### src/rtl/rpge_pkg.sv
// Shared types, constants and helpers for the raster patch growth engine.
// No dependencies.
package rpge_pkg;

    localparam int MAX_ROWS   = 64;
    localparam int MAX_COLS   = 64;
    localparam int ROW_W      = $clog2(MAX_ROWS);
    localparam int COL_W      = $clog2(MAX_COLS);
    localparam int ADDR_W     = ROW_W + COL_W;
    localparam int CELL_TOTAL = MAX_ROWS * MAX_COLS;
    localparam int CNT_W      = ADDR_W + 1;
    localparam int DIM_W      = 7;

    localparam logic [1:0] CMD_WRITE   = 2'd0;
    localparam logic [1:0] CMD_REBUILD = 2'd1;
    localparam logic [1:0] CMD_GROW    = 2'd2;
    localparam logic [1:0] CMD_READ    = 2'd3;

    localparam logic [1:0] CELL_FREE    = 2'd0;
    localparam logic [1:0] CELL_PATCH   = 2'd1;
    localparam logic [1:0] CELL_BARRIER = 2'd2;

    localparam logic [1:0] REG_ROWS = 2'd0;
    localparam logic [1:0] REG_COLS = 2'd1;
    localparam logic [1:0] REG_NBR  = 2'd2;
    localparam logic [1:0] REG_GROW = 2'd3;

    typedef struct packed {
        logic [DIM_W-1:0] rows;
        logic [DIM_W-1:0] cols;
        logic             nbr8;
        logic             circ;
    } cfg_t;

    typedef struct packed {
        logic [ROW_W-1:0] row;
        logic [COL_W-1:0] col;
        logic [1:0]       state;
        logic [CNT_W-1:0] count;
        logic             grew;
    } res_t;

    typedef struct packed {
        logic signed [1:0] dr;
        logic signed [1:0] dc;
    } delta_t;

    // neighbour offsets; 8-mode goes column-major
    function automatic delta_t nb_delta(input logic [2:0] k, input logic nbr8);
        delta_t d;
        d = '{dr: 2'sd0, dc: 2'sd0};
        if (nbr8)
        begin
            case (k)
                3'd0: d = '{dr: -2'sd1, dc: -2'sd1};
                3'd1: d = '{dr:  2'sd0, dc: -2'sd1};
                3'd2: d = '{dr:  2'sd1, dc: -2'sd1};
                3'd3: d = '{dr: -2'sd1, dc:  2'sd0};
                3'd4: d = '{dr:  2'sd1, dc:  2'sd0};
                3'd5: d = '{dr: -2'sd1, dc:  2'sd1};
                3'd6: d = '{dr:  2'sd0, dc:  2'sd1};
                default: d = '{dr: 2'sd1, dc: 2'sd1};
            endcase
        end
        else
        begin
            case (k[1:0])
                2'd0: d = '{dr:  2'sd0, dc: -2'sd1};
                2'd1: d = '{dr:  2'sd0, dc:  2'sd1};
                2'd2: d = '{dr: -2'sd1, dc:  2'sd0};
                default: d = '{dr: 2'sd1, dc: 2'sd0};
            endcase
        end
        return d;
    endfunction

    function automatic logic [DIM_W-1:0] clamp_dim(input logic [DIM_W-1:0] v,
                                                   input logic [DIM_W-1:0] mx);
        logic [DIM_W-1:0] r;
        r = v;
        if (v == '0)
            r = DIM_W'(1);
        else if (v > mx)
            r = mx;
        return r;
    endfunction

endpackage

### src/rtl/rpge_ctrl.sv
// Command sequencer: clearing sweep, cell access, growth step, border rebuild.
// Depends on rpge_pkg; drives the cell memory and the border list memory.
module rpge_ctrl (
    input  logic                      clk,
    input  logic                      rst_n,
    input  rpge_pkg::cfg_t            cfg,
    input  logic                      in_valid,
    output logic                      in_ready,
    input  logic [31:0]               in_data,
    output logic                      res_valid,
    input  logic                      res_ready,
    output rpge_pkg::res_t            res,
    output logic [rpge_pkg::ADDR_W-1:0] cell_addr,
    output logic                      cell_we,
    output logic [2:0]                cell_wdata,
    input  logic [2:0]                cell_rdata,
    output logic [rpge_pkg::ADDR_W-1:0] list_addr,
    output logic                      list_we,
    output logic [rpge_pkg::ADDR_W-1:0] list_wdata,
    input  logic [rpge_pkg::ADDR_W-1:0] list_rdata
);
    import rpge_pkg::*;

    localparam logic [3:0] S_CLR    = 4'd0;
    localparam logic [3:0] S_IDLE   = 4'd1;
    localparam logic [3:0] S_CELL_A = 4'd2;
    localparam logic [3:0] S_CELL_B = 4'd3;
    localparam logic [3:0] S_PICK   = 4'd4;
    localparam logic [3:0] S_GA     = 4'd5;
    localparam logic [3:0] S_GB     = 4'd6;
    localparam logic [3:0] S_GC     = 4'd7;
    localparam logic [3:0] S_NB_A   = 4'd8;
    localparam logic [3:0] S_NB_B   = 4'd9;
    localparam logic [3:0] S_RB_A   = 4'd10;
    localparam logic [3:0] S_RB_B   = 4'd11;
    localparam logic [3:0] S_RB_NA  = 4'd12;
    localparam logic [3:0] S_RB_NB  = 4'd13;
    localparam logic [3:0] S_RB_W   = 4'd14;
    localparam logic [3:0] S_DONE   = 4'd15;

    localparam logic [ADDR_W-1:0] LAST_ADDR = ADDR_W'(CELL_TOTAL - 1);

    logic [3:0]        state_reg, state_next;
    logic [ADDR_W-1:0] scan_reg, scan_next;
    logic [CNT_W-1:0]  count_reg, count_next;
    logic [2:0]        k_reg, k_next;
    logic              hit_reg, hit_next;
    logic [1:0]        cmd_reg, cmd_next;
    logic [ADDR_W-1:0] pos_reg, pos_next;
    logic [1:0]        val_reg, val_next;
    logic [15:0]       frac_reg, frac_next;
    logic [ADDR_W-1:0] pick_reg, pick_next;
    logic [ADDR_W-1:0] cell_reg, cell_next;
    res_t              res_reg, res_next;

    logic [DIM_W-1:0]  nr, nc;
    logic [ADDR_W-1:0] ctr;
    delta_t            dl;
    logic [DIM_W-1:0]  nb_row, nb_col;
    logic              nb_ok;
    logic [ADDR_W-1:0] nb_idx;
    logic              k_last;
    logic              scan_act;
    logic [CNT_W+15:0] prod;

    assign nr = clamp_dim(cfg.rows, DIM_W'(MAX_ROWS));
    assign nc = clamp_dim(cfg.cols, DIM_W'(MAX_COLS));
    assign ctr = (state_reg inside {S_RB_NA, S_RB_NB}) ? scan_reg : cell_reg;
    assign dl = nb_delta(k_reg, cfg.nbr8);
    assign nb_row = DIM_W'({1'b0, ctr[ADDR_W-1:COL_W]}) + DIM_W'(signed'(dl.dr));
    assign nb_col = DIM_W'({1'b0, ctr[COL_W-1:0]}) + DIM_W'(signed'(dl.dc));
    assign nb_ok = (nb_row < nr) && (nb_col < nc);
    assign nb_idx = {nb_row[ROW_W-1:0], nb_col[COL_W-1:0]};
    assign k_last = cfg.nbr8 ? (k_reg == 3'd7) : (k_reg == 3'd3);
    assign scan_act = (DIM_W'(scan_reg[ADDR_W-1:COL_W]) < nr)
                      && (DIM_W'(scan_reg[COL_W-1:0]) < nc);
    assign prod = frac_reg * count_reg;

    assign in_ready  = (state_reg == S_IDLE);
    assign res_valid = (state_reg == S_DONE);
    assign res       = '{row: res_reg.row, col: res_reg.col, state: res_reg.state,
                         count: count_reg, grew: res_reg.grew};

    always_comb
    begin
        state_next = state_reg;
        scan_next  = scan_reg;
        count_next = count_reg;
        k_next     = k_reg;
        hit_next   = hit_reg;
        cmd_next   = cmd_reg;
        pos_next   = pos_reg;
        val_next   = val_reg;
        frac_next  = frac_reg;
        pick_next  = pick_reg;
        cell_next  = cell_reg;
        res_next   = res_reg;
        cell_addr  = scan_reg;
        cell_we    = 1'b0;
        cell_wdata = '0;
        list_addr  = pick_reg;
        list_we    = 1'b0;
        list_wdata = '0;
        case (state_reg)
            S_CLR:
            begin
                cell_we   = 1'b1;
                scan_next = scan_reg + 1'b1;
                if (scan_reg == LAST_ADDR)
                    state_next = S_IDLE;
            end
            S_IDLE:
            begin
                if (in_valid)
                begin
                    cmd_next  = in_data[1:0];
                    pos_next  = {in_data[7:2], in_data[13:8]};
                    val_next  = (in_data[15:14] == 2'd3) ? CELL_BARRIER : in_data[15:14];
                    frac_next = in_data[31:16];
                    res_next  = '0;
                    case (in_data[1:0])
                        CMD_REBUILD:
                        begin
                            count_next = '0;
                            scan_next  = '0;
                            state_next = S_RB_A;
                        end
                        CMD_GROW:
                            state_next = (count_reg == '0) ? S_DONE : S_PICK;
                        default:
                            state_next = S_CELL_A;
                    endcase
                end
            end
            S_CELL_A:
            begin
                cell_addr  = pos_reg;
                state_next = S_CELL_B;
            end
            S_CELL_B:
            begin
                cell_addr   = pos_reg;
                res_next.row = pos_reg[ADDR_W-1:COL_W];
                res_next.col = pos_reg[COL_W-1:0];
                if (cmd_reg == CMD_WRITE)
                begin
                    cell_we        = 1'b1;
                    cell_wdata     = {cell_rdata[2], val_reg};
                    res_next.state = val_reg;
                end
                else
                    res_next.state = cell_rdata[1:0];
                state_next = S_DONE;
            end
            S_PICK:
            begin
                pick_next  = prod[ADDR_W+15:16];
                state_next = S_GA;
            end
            S_GA:
            begin
                list_addr  = pick_reg;
                state_next = S_GB;
            end
            S_GB:
            begin
                cell_next  = list_rdata;
                list_addr  = ADDR_W'(count_reg - 1'b1);
                state_next = S_GC;
            end
            S_GC:
            begin
                list_addr      = pick_reg;
                list_we        = 1'b1;
                list_wdata     = list_rdata;
                cell_addr      = cell_reg;
                cell_we        = 1'b1;
                cell_wdata     = {1'b0, CELL_PATCH};
                count_next     = count_reg - 1'b1;
                res_next.row   = cell_reg[ADDR_W-1:COL_W];
                res_next.col   = cell_reg[COL_W-1:0];
                res_next.state = CELL_PATCH;
                res_next.grew  = 1'b1;
                k_next         = '0;
                if (!cfg.circ)
                    state_next = S_NB_A;
                else if (count_reg == CNT_W'(1))
                begin
                    count_next = '0;
                    scan_next  = '0;
                    state_next = S_RB_A;
                end
                else
                    state_next = S_DONE;
            end
            S_NB_A:
            begin
                cell_addr = nb_idx;
                if (nb_ok)
                    state_next = S_NB_B;
                else if (k_last)
                    state_next = S_DONE;
                else
                    k_next = k_reg + 1'b1;
            end
            S_NB_B:
            begin
                cell_addr = nb_idx;
                if (cell_rdata == {1'b0, CELL_FREE} && !count_reg[CNT_W-1])
                begin
                    cell_we    = 1'b1;
                    cell_wdata = {1'b1, CELL_FREE};
                    list_addr  = count_reg[ADDR_W-1:0];
                    list_we    = 1'b1;
                    list_wdata = nb_idx;
                    count_next = count_reg + 1'b1;
                end
                k_next     = k_reg + 1'b1;
                state_next = k_last ? S_DONE : S_NB_A;
            end
            S_RB_A:
            begin
                cell_addr  = scan_reg;
                state_next = S_RB_B;
            end
            S_RB_B:
            begin
                cell_addr = scan_reg;
                hit_next  = 1'b0;
                k_next    = '0;
                if (scan_act && cell_rdata[1:0] == CELL_FREE)
                    state_next = S_RB_NA;
                else
                begin
                    cell_we    = 1'b1;
                    cell_wdata = {1'b0, cell_rdata[1:0]};
                    scan_next  = scan_reg + 1'b1;
                    state_next = (scan_reg == LAST_ADDR) ? S_DONE : S_RB_A;
                end
            end
            S_RB_NA:
            begin
                cell_addr = nb_idx;
                if (nb_ok)
                    state_next = S_RB_NB;
                else if (k_last)
                    state_next = S_RB_W;
                else
                    k_next = k_reg + 1'b1;
            end
            S_RB_NB:
            begin
                cell_addr = nb_idx;
                k_next    = k_reg + 1'b1;
                if (cell_rdata[1:0] == CELL_PATCH)
                begin
                    hit_next   = 1'b1;
                    state_next = S_RB_W;
                end
                else
                    state_next = k_last ? S_RB_W : S_RB_NA;
            end
            S_RB_W:
            begin
                cell_addr  = scan_reg;
                cell_we    = 1'b1;
                cell_wdata = {hit_reg, CELL_FREE};
                if (hit_reg)
                begin
                    list_addr  = count_reg[ADDR_W-1:0];
                    list_we    = 1'b1;
                    list_wdata = scan_reg;
                    count_next = count_reg + 1'b1;
                end
                scan_next  = scan_reg + 1'b1;
                state_next = (scan_reg == LAST_ADDR) ? S_DONE : S_RB_A;
            end
            S_DONE:
            begin
                if (res_ready)
                    state_next = S_IDLE;
            end
            default:
                state_next = S_IDLE;
        endcase
    end

    always_ff @(posedge clk or negedge rst_n)
    begin
        if (!rst_n)
        begin
            state_reg <= S_CLR;
            scan_reg  <= '0;
            count_reg <= '0;
            k_reg     <= '0;
            hit_reg   <= 1'b0;
        end
        else
        begin
            state_reg <= state_next;
            scan_reg  <= scan_next;
            count_reg <= count_next;
            k_reg     <= k_next;
            hit_reg   <= hit_next;
        end
    end

    always_ff @(posedge clk)
    begin
        cmd_reg  <= cmd_next;
        pos_reg  <= pos_next;
        val_reg  <= val_next;
        frac_reg <= frac_next;
        pick_reg <= pick_next;
        cell_reg <= cell_next;
        res_reg  <= res_next;
    end

    a_count_range: assert property (@(posedge clk) disable iff (!rst_n)
        count_reg <= CNT_W'(CELL_TOTAL))
        else $error("border count out of range");

    a_append_room: assert property (@(posedge clk) disable iff (!rst_n)
        (list_we && state_reg != S_GC) |-> !count_reg[CNT_W-1])
        else $error("append into a full border list");

    a_pick_below: assert property (@(posedge clk) disable iff (!rst_n)
        state_reg == S_GA |-> CNT_W'(pick_reg) < count_reg)
        else $error("selection index reached count");

    a_grow_dec: assert property (@(posedge clk) disable iff (!rst_n)
        state_reg == S_GC |=> count_reg == $past(count_reg) - 1'b1
                              || state_reg == S_RB_A)
        else $error("growth did not remove an entry");
endmodule

### config.mk
export PLATFORM = sky130hd
export DESIGN_NAME = rpge_ctrl
export DESIGN_NICKNAME = d
export VERILOG_FILES = /design/src/rtl/rpge_pkg.sv /design/src/rtl/rpge_ctrl.sv
export SDC_FILE = /design/constraint.sdc
export NUM_CORES = 1
export LEC_CHECK = 0
export ABC_AREA = 1
export BUFFER_PORTS_ARGS = -buffer_cell sky130_fd_sc_hd__buf_2
export CAP_MARGIN = 20
export CORE_UTILIZATION = 55
export CTS_BUF_LIST = sky130_fd_sc_hd__clkbuf_4 sky130_fd_sc_hd__clkbuf_8
export DETAILED_ROUTE_END_ITERATION = 16
export PLACE_DENSITY = 0.81
export SLEW_MARGIN = 0
export SYNTH_ARGS = -nofsm -noshare
export SYNTH_HDL_FRONTEND = slang
export SYNTH_SLANG_ARGS = --single-unit
### constraint.sdc
create_clock -name clk -period 6.2 [get_ports clk]
set_clock_uncertainty 0.2 [all_clocks]
set_input_delay 0.62 -clock clk [delete_from_list [all_inputs] [get_ports clk]]
set_output_delay 0.62 -clock clk [all_outputs]
set_load 0.01 [all_outputs]
# [After elaboration in Yosys (flattened, before gate mapping)]
# Index checks and enable logic that the tools add are counted.
[word_totals] register_bits=104 inputBits=67 output_inout_bits=71 elab_cells=173
[op_classes] n_addsub=6 n_mul=1 magnitude_cmp=6 n_eq_ne=44 n_mux=65 n_reduce_logical=36
[op_table] operator="$mux 12" n=10
[op_table] operator="$pmux 12 s3" n=3
[op_table] operator="$mux 13" n=6
[op_table] operator="$pmux 4 s16" n=1
[op_table] operator="$pmux 13 s4" n=1
[op_table] operator="$pmux 12 s4" n=1
[op_table] operator="$pmux 14 s3" n=1
[op_table] operator="$mux 4" n=10
[op_table] operator="$eq 4x4->1 const B" n=8
[op_table] operator="$mul 16x13->28" n=1
[op_table] operator="$mux 28" n=1
[op_table] operator="$mux 7" n=4
[op_table] operator="$pmux 4 s7" n=1
[op_table] operator="$mux 3" n=8
[op_table] operator="$ne 2x2->1 const B" n=9
[op_table] operator="$eq 4x3->1 const B" n=4
[op_table] operator="$pmux 3 s5" n=1
[op_table] operator="$add 6x7->7" n=2
[op_table] operator="$gt 7x7->1 const B" n=2
[op_table] operator="$logic_not 7->1" n=2
[op_table] operator="$lt 6x7->1" n=2
[op_table] operator="$lt 7x7->1" n=2
[op_table] operator="$add 13x1->13 const B" n=1
[op_table] operator="$eq 13x1->1 const B" n=1
[op_table] operator="37 further kinds" n=76

# [Logic depth before layout (Yosys ltp)]
[logic_depth] word_depth=8 ltp_mapped=29

# [Worst setup path before layout]
# OpenSTA, ideal clock, no wires.
[synth_timing] kind="flip-flop to flip-flop" startpoint="register count_reg[4]" endpoint="register pick_reg[9] (data pin)" setup_ns=0.265 arrival_time_ns=5.029 path_slack_ns=0.706 path_stages_with_launch=23 path_buffers=3 cell_sequence="dfrtp_1 > clkbuf_1 > clkbuf_1 > buf_1 > nand2_1 > fa_1 > fa_1 > inv_1 > fa_1 > fa_1 > inv_1 > fa_1 > inv_1 > ha_1 > nand2_1 > nor2_1 > inv_1 > nor3_1 > nand4_1 > nand3_1 > nand2_1 > o211ai_1 > xor2_1"
[synth_between] elab_chain_cells=1
[synth_lines] element="from (decl)" line_no="rpge_ctrl.sv:45" source="logic [CNT_W-1:0] count_reg, count_next;"
[synth_lines] element="from (signal assigned)" line_no="rpge_ctrl.sv:302" source="count_reg <= count_next;"
[synth_lines] element="$mul 16x13->28" line_no="rpge_ctrl.sv:77" source="assign prod = frac_reg * count_reg;"
[synth_lines] element="named net prod[25]" line_no="rpge_ctrl.sv:64" source="logic [CNT_W+15:0] prod;"
[synth_lines] element="to (signal assigned)" line_no="rpge_ctrl.sv:314" source="pick_reg <= pick_next;"
[synth_lines] element="to (decl)" line_no="rpge_ctrl.sv:52" source="logic [ADDR_W-1:0] pick_reg, pick_next;"
# The timed path passes the listed nets, and every way through them passes these cells.
# A chain may end at the register's enable or synchronous reset.

# [Worst setup path after layout]
[layout_timing] startpoint="register count_reg[10]" endpoint="register pick_reg[11] (data pin)"
# Same word-level chain as after synthesis.

==> flow_metrics.env <==
export IMPL_layout_nets=2271
export IMPL_grt_max_degree=34
export IMPL_critPathArrivalTime_ns=5.68
export IMPL_synth_seq_area_share=0.213
export IMPL_fin_crit_ns=5.70
export IMPL_cellLeakagePower_nw=8.25
export IMPL_cts_tree="built"
export IMPL_worst_pin_slew_ns=1.03
export IMPL_p_per_area_nw_per_um2=468
export IMPL_synth_cell_area_um2=13900
export IMPL_rsz0062_at_grt="no"
export IMPL_coreArea_um2=24500
export IMPL_nFillCells=2210
export IMPL_yosys_warnings=0
export IMPL_period_share=0.919
export IMPL_ys_flop_type="edfxtp_1"
export IMPL_regArea_um2=2960
export IMPL_synth_xor_area_frac=0.0282
export IMPL_cts_clk_slew_worst_paths_ns=0.14
export IMPL_die_h_um=161
export IMPL_grt_pass1_wl_um=62900
export IMPL_clk_latency_ns=0.43
export IMPL_finalSetupTns_ns=0
export IMPL_hold_viol=0
export IMPL_grtUsageTotal=0.312
export IMPL_synth_edf_count=71
export IMPL_postSynthCellCount=1834
export IMPL_top_usage_layer="met2"
export IMPL_wl_per_cell_um=17.3
export IMPL_hold_path_class="primary input to async pin"
export IMPL_drtPass1Iterations=6
export IMPL_power_mw=7.08
export IMPL_syn_to_final_growth_pct=8.64
export IMPL_yosys_area_share_adder=0.324
export IMPL_worstSetupStartpointType="flip-flop"
export IMPL_setup_viol=0
export IMPL_path_class="flip-flop to flip-flop"
export IMPL_critPathCaptureType="flip-flop"
export IMPL_cts_root_buf="clkbuf_8"
export IMPL_num_vias=12600
export IMPL_dieArea_um2=25900
export IMPL_peakVddDrop_mv=0.191
export IMPL_drc=0
export IMPL_met1_usage=0.374
export IMPL_fmax_mhz=176
export IMPL_gp_congestion=0.963
export IMPL_synth_simple_area_share=0.204
export IMPL_synthArstFlopShare=0.317
export IMPL_port_buffers=137
export IMPL_path_max_fanout=21
export IMPL_dp_cells=2247
export IMPL_layout_common_cells="nand2_1, inv_1, fa_1"
export IMPL_reg2reg_depth=18
export IMPL_synthMuxAreaShare=0.000809
export IMPL_drive_gt1_frac=0.101
export IMPL_h_tree_depth=3
export IMPL_post_dp_hpwl_um=31600
export IMPL_cts_setup_buffers=0
export IMPL_overflow=0
export IMPL_dp_slack_ns=0.563
export IMPL_multi_input_area_um2=9040
export IMPL_ios=138
export IMPL_initial_core_util=0.567
export IMPL_drtIter0Drc=1220
export IMPL_relSlewSlack=0.310
export IMPL_clock_sinks=104
export IMPL_use_met3=0.0473
export IMPL_cts_buffer_depth=2
export IMPL_viasPerCell=5.56
export IMPL_instances_no_fill=2265
export IMPL_rows=57
export IMPL_synth_compound_area_frac=0.0928
export IMPL_postCtsHoldBufs=0
export IMPL_reg2reg_to="pick_reg[11]"
export IMPL_synth_top_family_by_area="adder cells"
export IMPL_syn_mean_instance_area_um2=7.59
export IMPL_syn_num_nets=2169
export IMPL_status="finished clean"
export IMPL_final_common_cell="nand2_1"
export IMPL_timing_rr_start="count_reg[10]"
export IMPL_ys_types=57
export IMPL_cp_required_ns=6.19
export IMPL_synth_seq_cells=104
export IMPL_wirelength_um=39200
export IMPL_route_antenna_remaining_nets=0
export IMPL_grt_pass1_vias=12700
export IMPL_antenna_found_initial=0
export IMPL_num_antenna_cells=0
export IMPL_cts_resized_gates=0
export IMPL_grt_use_met2=0.544
export IMPL_die_width_um=161
export IMPL_final_max_slew_viol_count=0
export IMPL_maxCapViolCount=0
export IMPL_cts_buffers_inserted=9
export IMPL_largest_reg_flops=16
export IMPL_worst_slack_ns=0.502
export IMPL_r2r_setup_slack_ns=0.50
## stage by stage
| stage | cell area, um2 | utilization | hold WS, ns |
|---|---|---|---|
| 6_report | 15100 | 0.616 | 0.101 |
| 5_1_grt | 15100 | 0.616 | 0.137 |
| 4_1_cts | 15100 | 0.615 | 0.112 |
| 3_5_place_dp | 14900 | 0.606 | 0.355 |
| 3_3_place_gp | 14900 | 0.605 | 0.338 |
| 2_1_floorplan | 13900 | - | 0.124 |
## cells in the mapped netlist (33+ instances only)
cell / n / area (um2)
nand2_1: 488 / 1830
inv_1: 433 / 1630
fa_1: 153 / 3060
ha_1: 115 / 1440
nor2_1: 94 / 353
o21ai_0: 72 / 360
edfxtp_1: 71 / 2130
nand3_1: 60 / 300
a21oi_1: 59 / 295
clkbuf_1: 41 / 154
xor2_1: 34 / 298
dfrtp_1: 33 / 826
## logic make-up (layout without fill, tap and decap cells)
kind of cell | after synthesis | after routing
flip-flops | 104 | 104
AND/OR/NAND/NOR | 698 | 698
multiplexers | 1 | 1
XOR/XNOR | 44 | 44
adder cells (fa/ha/maj) | 268 | 268
buffers and inverters | 505 | 612
AO/OA/AOI/OAI | 214 | 214
## power breakdown
group	internal (mW)	switching, mW	leakage [nW]	total (mW)
registers	0.957	0.307	1.10	1.26
logic	1.94	3.40	7.04	5.34
clock network	0.166	0.306	0.106	0.472
## area by class of cell
cell class | count | area share
clock buffers | 9 | 0.00820
well taps | 324 | 0.0268
flip-flops and latches | 104 | 0.196
multi-input cells | 1225 | 0.598
repair buffers | 153 | 0.0549
clock inverters | 7 | 0.00604
inverters | 443 | 0.110
## worst max path at each step
stage                     slack [ns]  cells past startpoint          start           end
after floorplan                 0.71                     22   count_reg[4]   pick_reg[9]
after global placement          0.56                     18  count_reg[10]  pick_reg[11]
after detailed placement        0.56                     18  count_reg[10]  pick_reg[11]
after CTS                       0.53                     18  count_reg[10]  pick_reg[11]
after global routing            0.25                     18  count_reg[11]  pick_reg[11]
final                           0.50                     18  count_reg[10]  pick_reg[11]
## worst max-delay path, stage by stage (launching register included)
cell	delay, ns
dfrtp_1	0.98
nand2_1	0.10
inv_1	0.10
fa_1	0.40
inv_1	0.09
fa_1	0.42
fa_1	0.56
inv_1	0.06
fa_1	0.52
inv_1	0.05
fa_1	0.52
inv_1	0.04
ha_1	0.36
a21oi_1	0.23
o21ai_0	0.15
a221oi_1	0.27
o21a_1	0.16
nand2_1	0.07
xor2_1	0.16
## layer usage
layer | wire length, um | vias to the layer above | part of all wire
li1 | - | 5842 | -
met1 | 14800 | 5923 | 0.38
met2 | 19200 | 694 | 0.49
met3 | 3400 | 133 | 0.087
met4 | 1850 | 0 | 0.047
met5 | 0 | - | 0
Power figures use the tool's default switching activity.
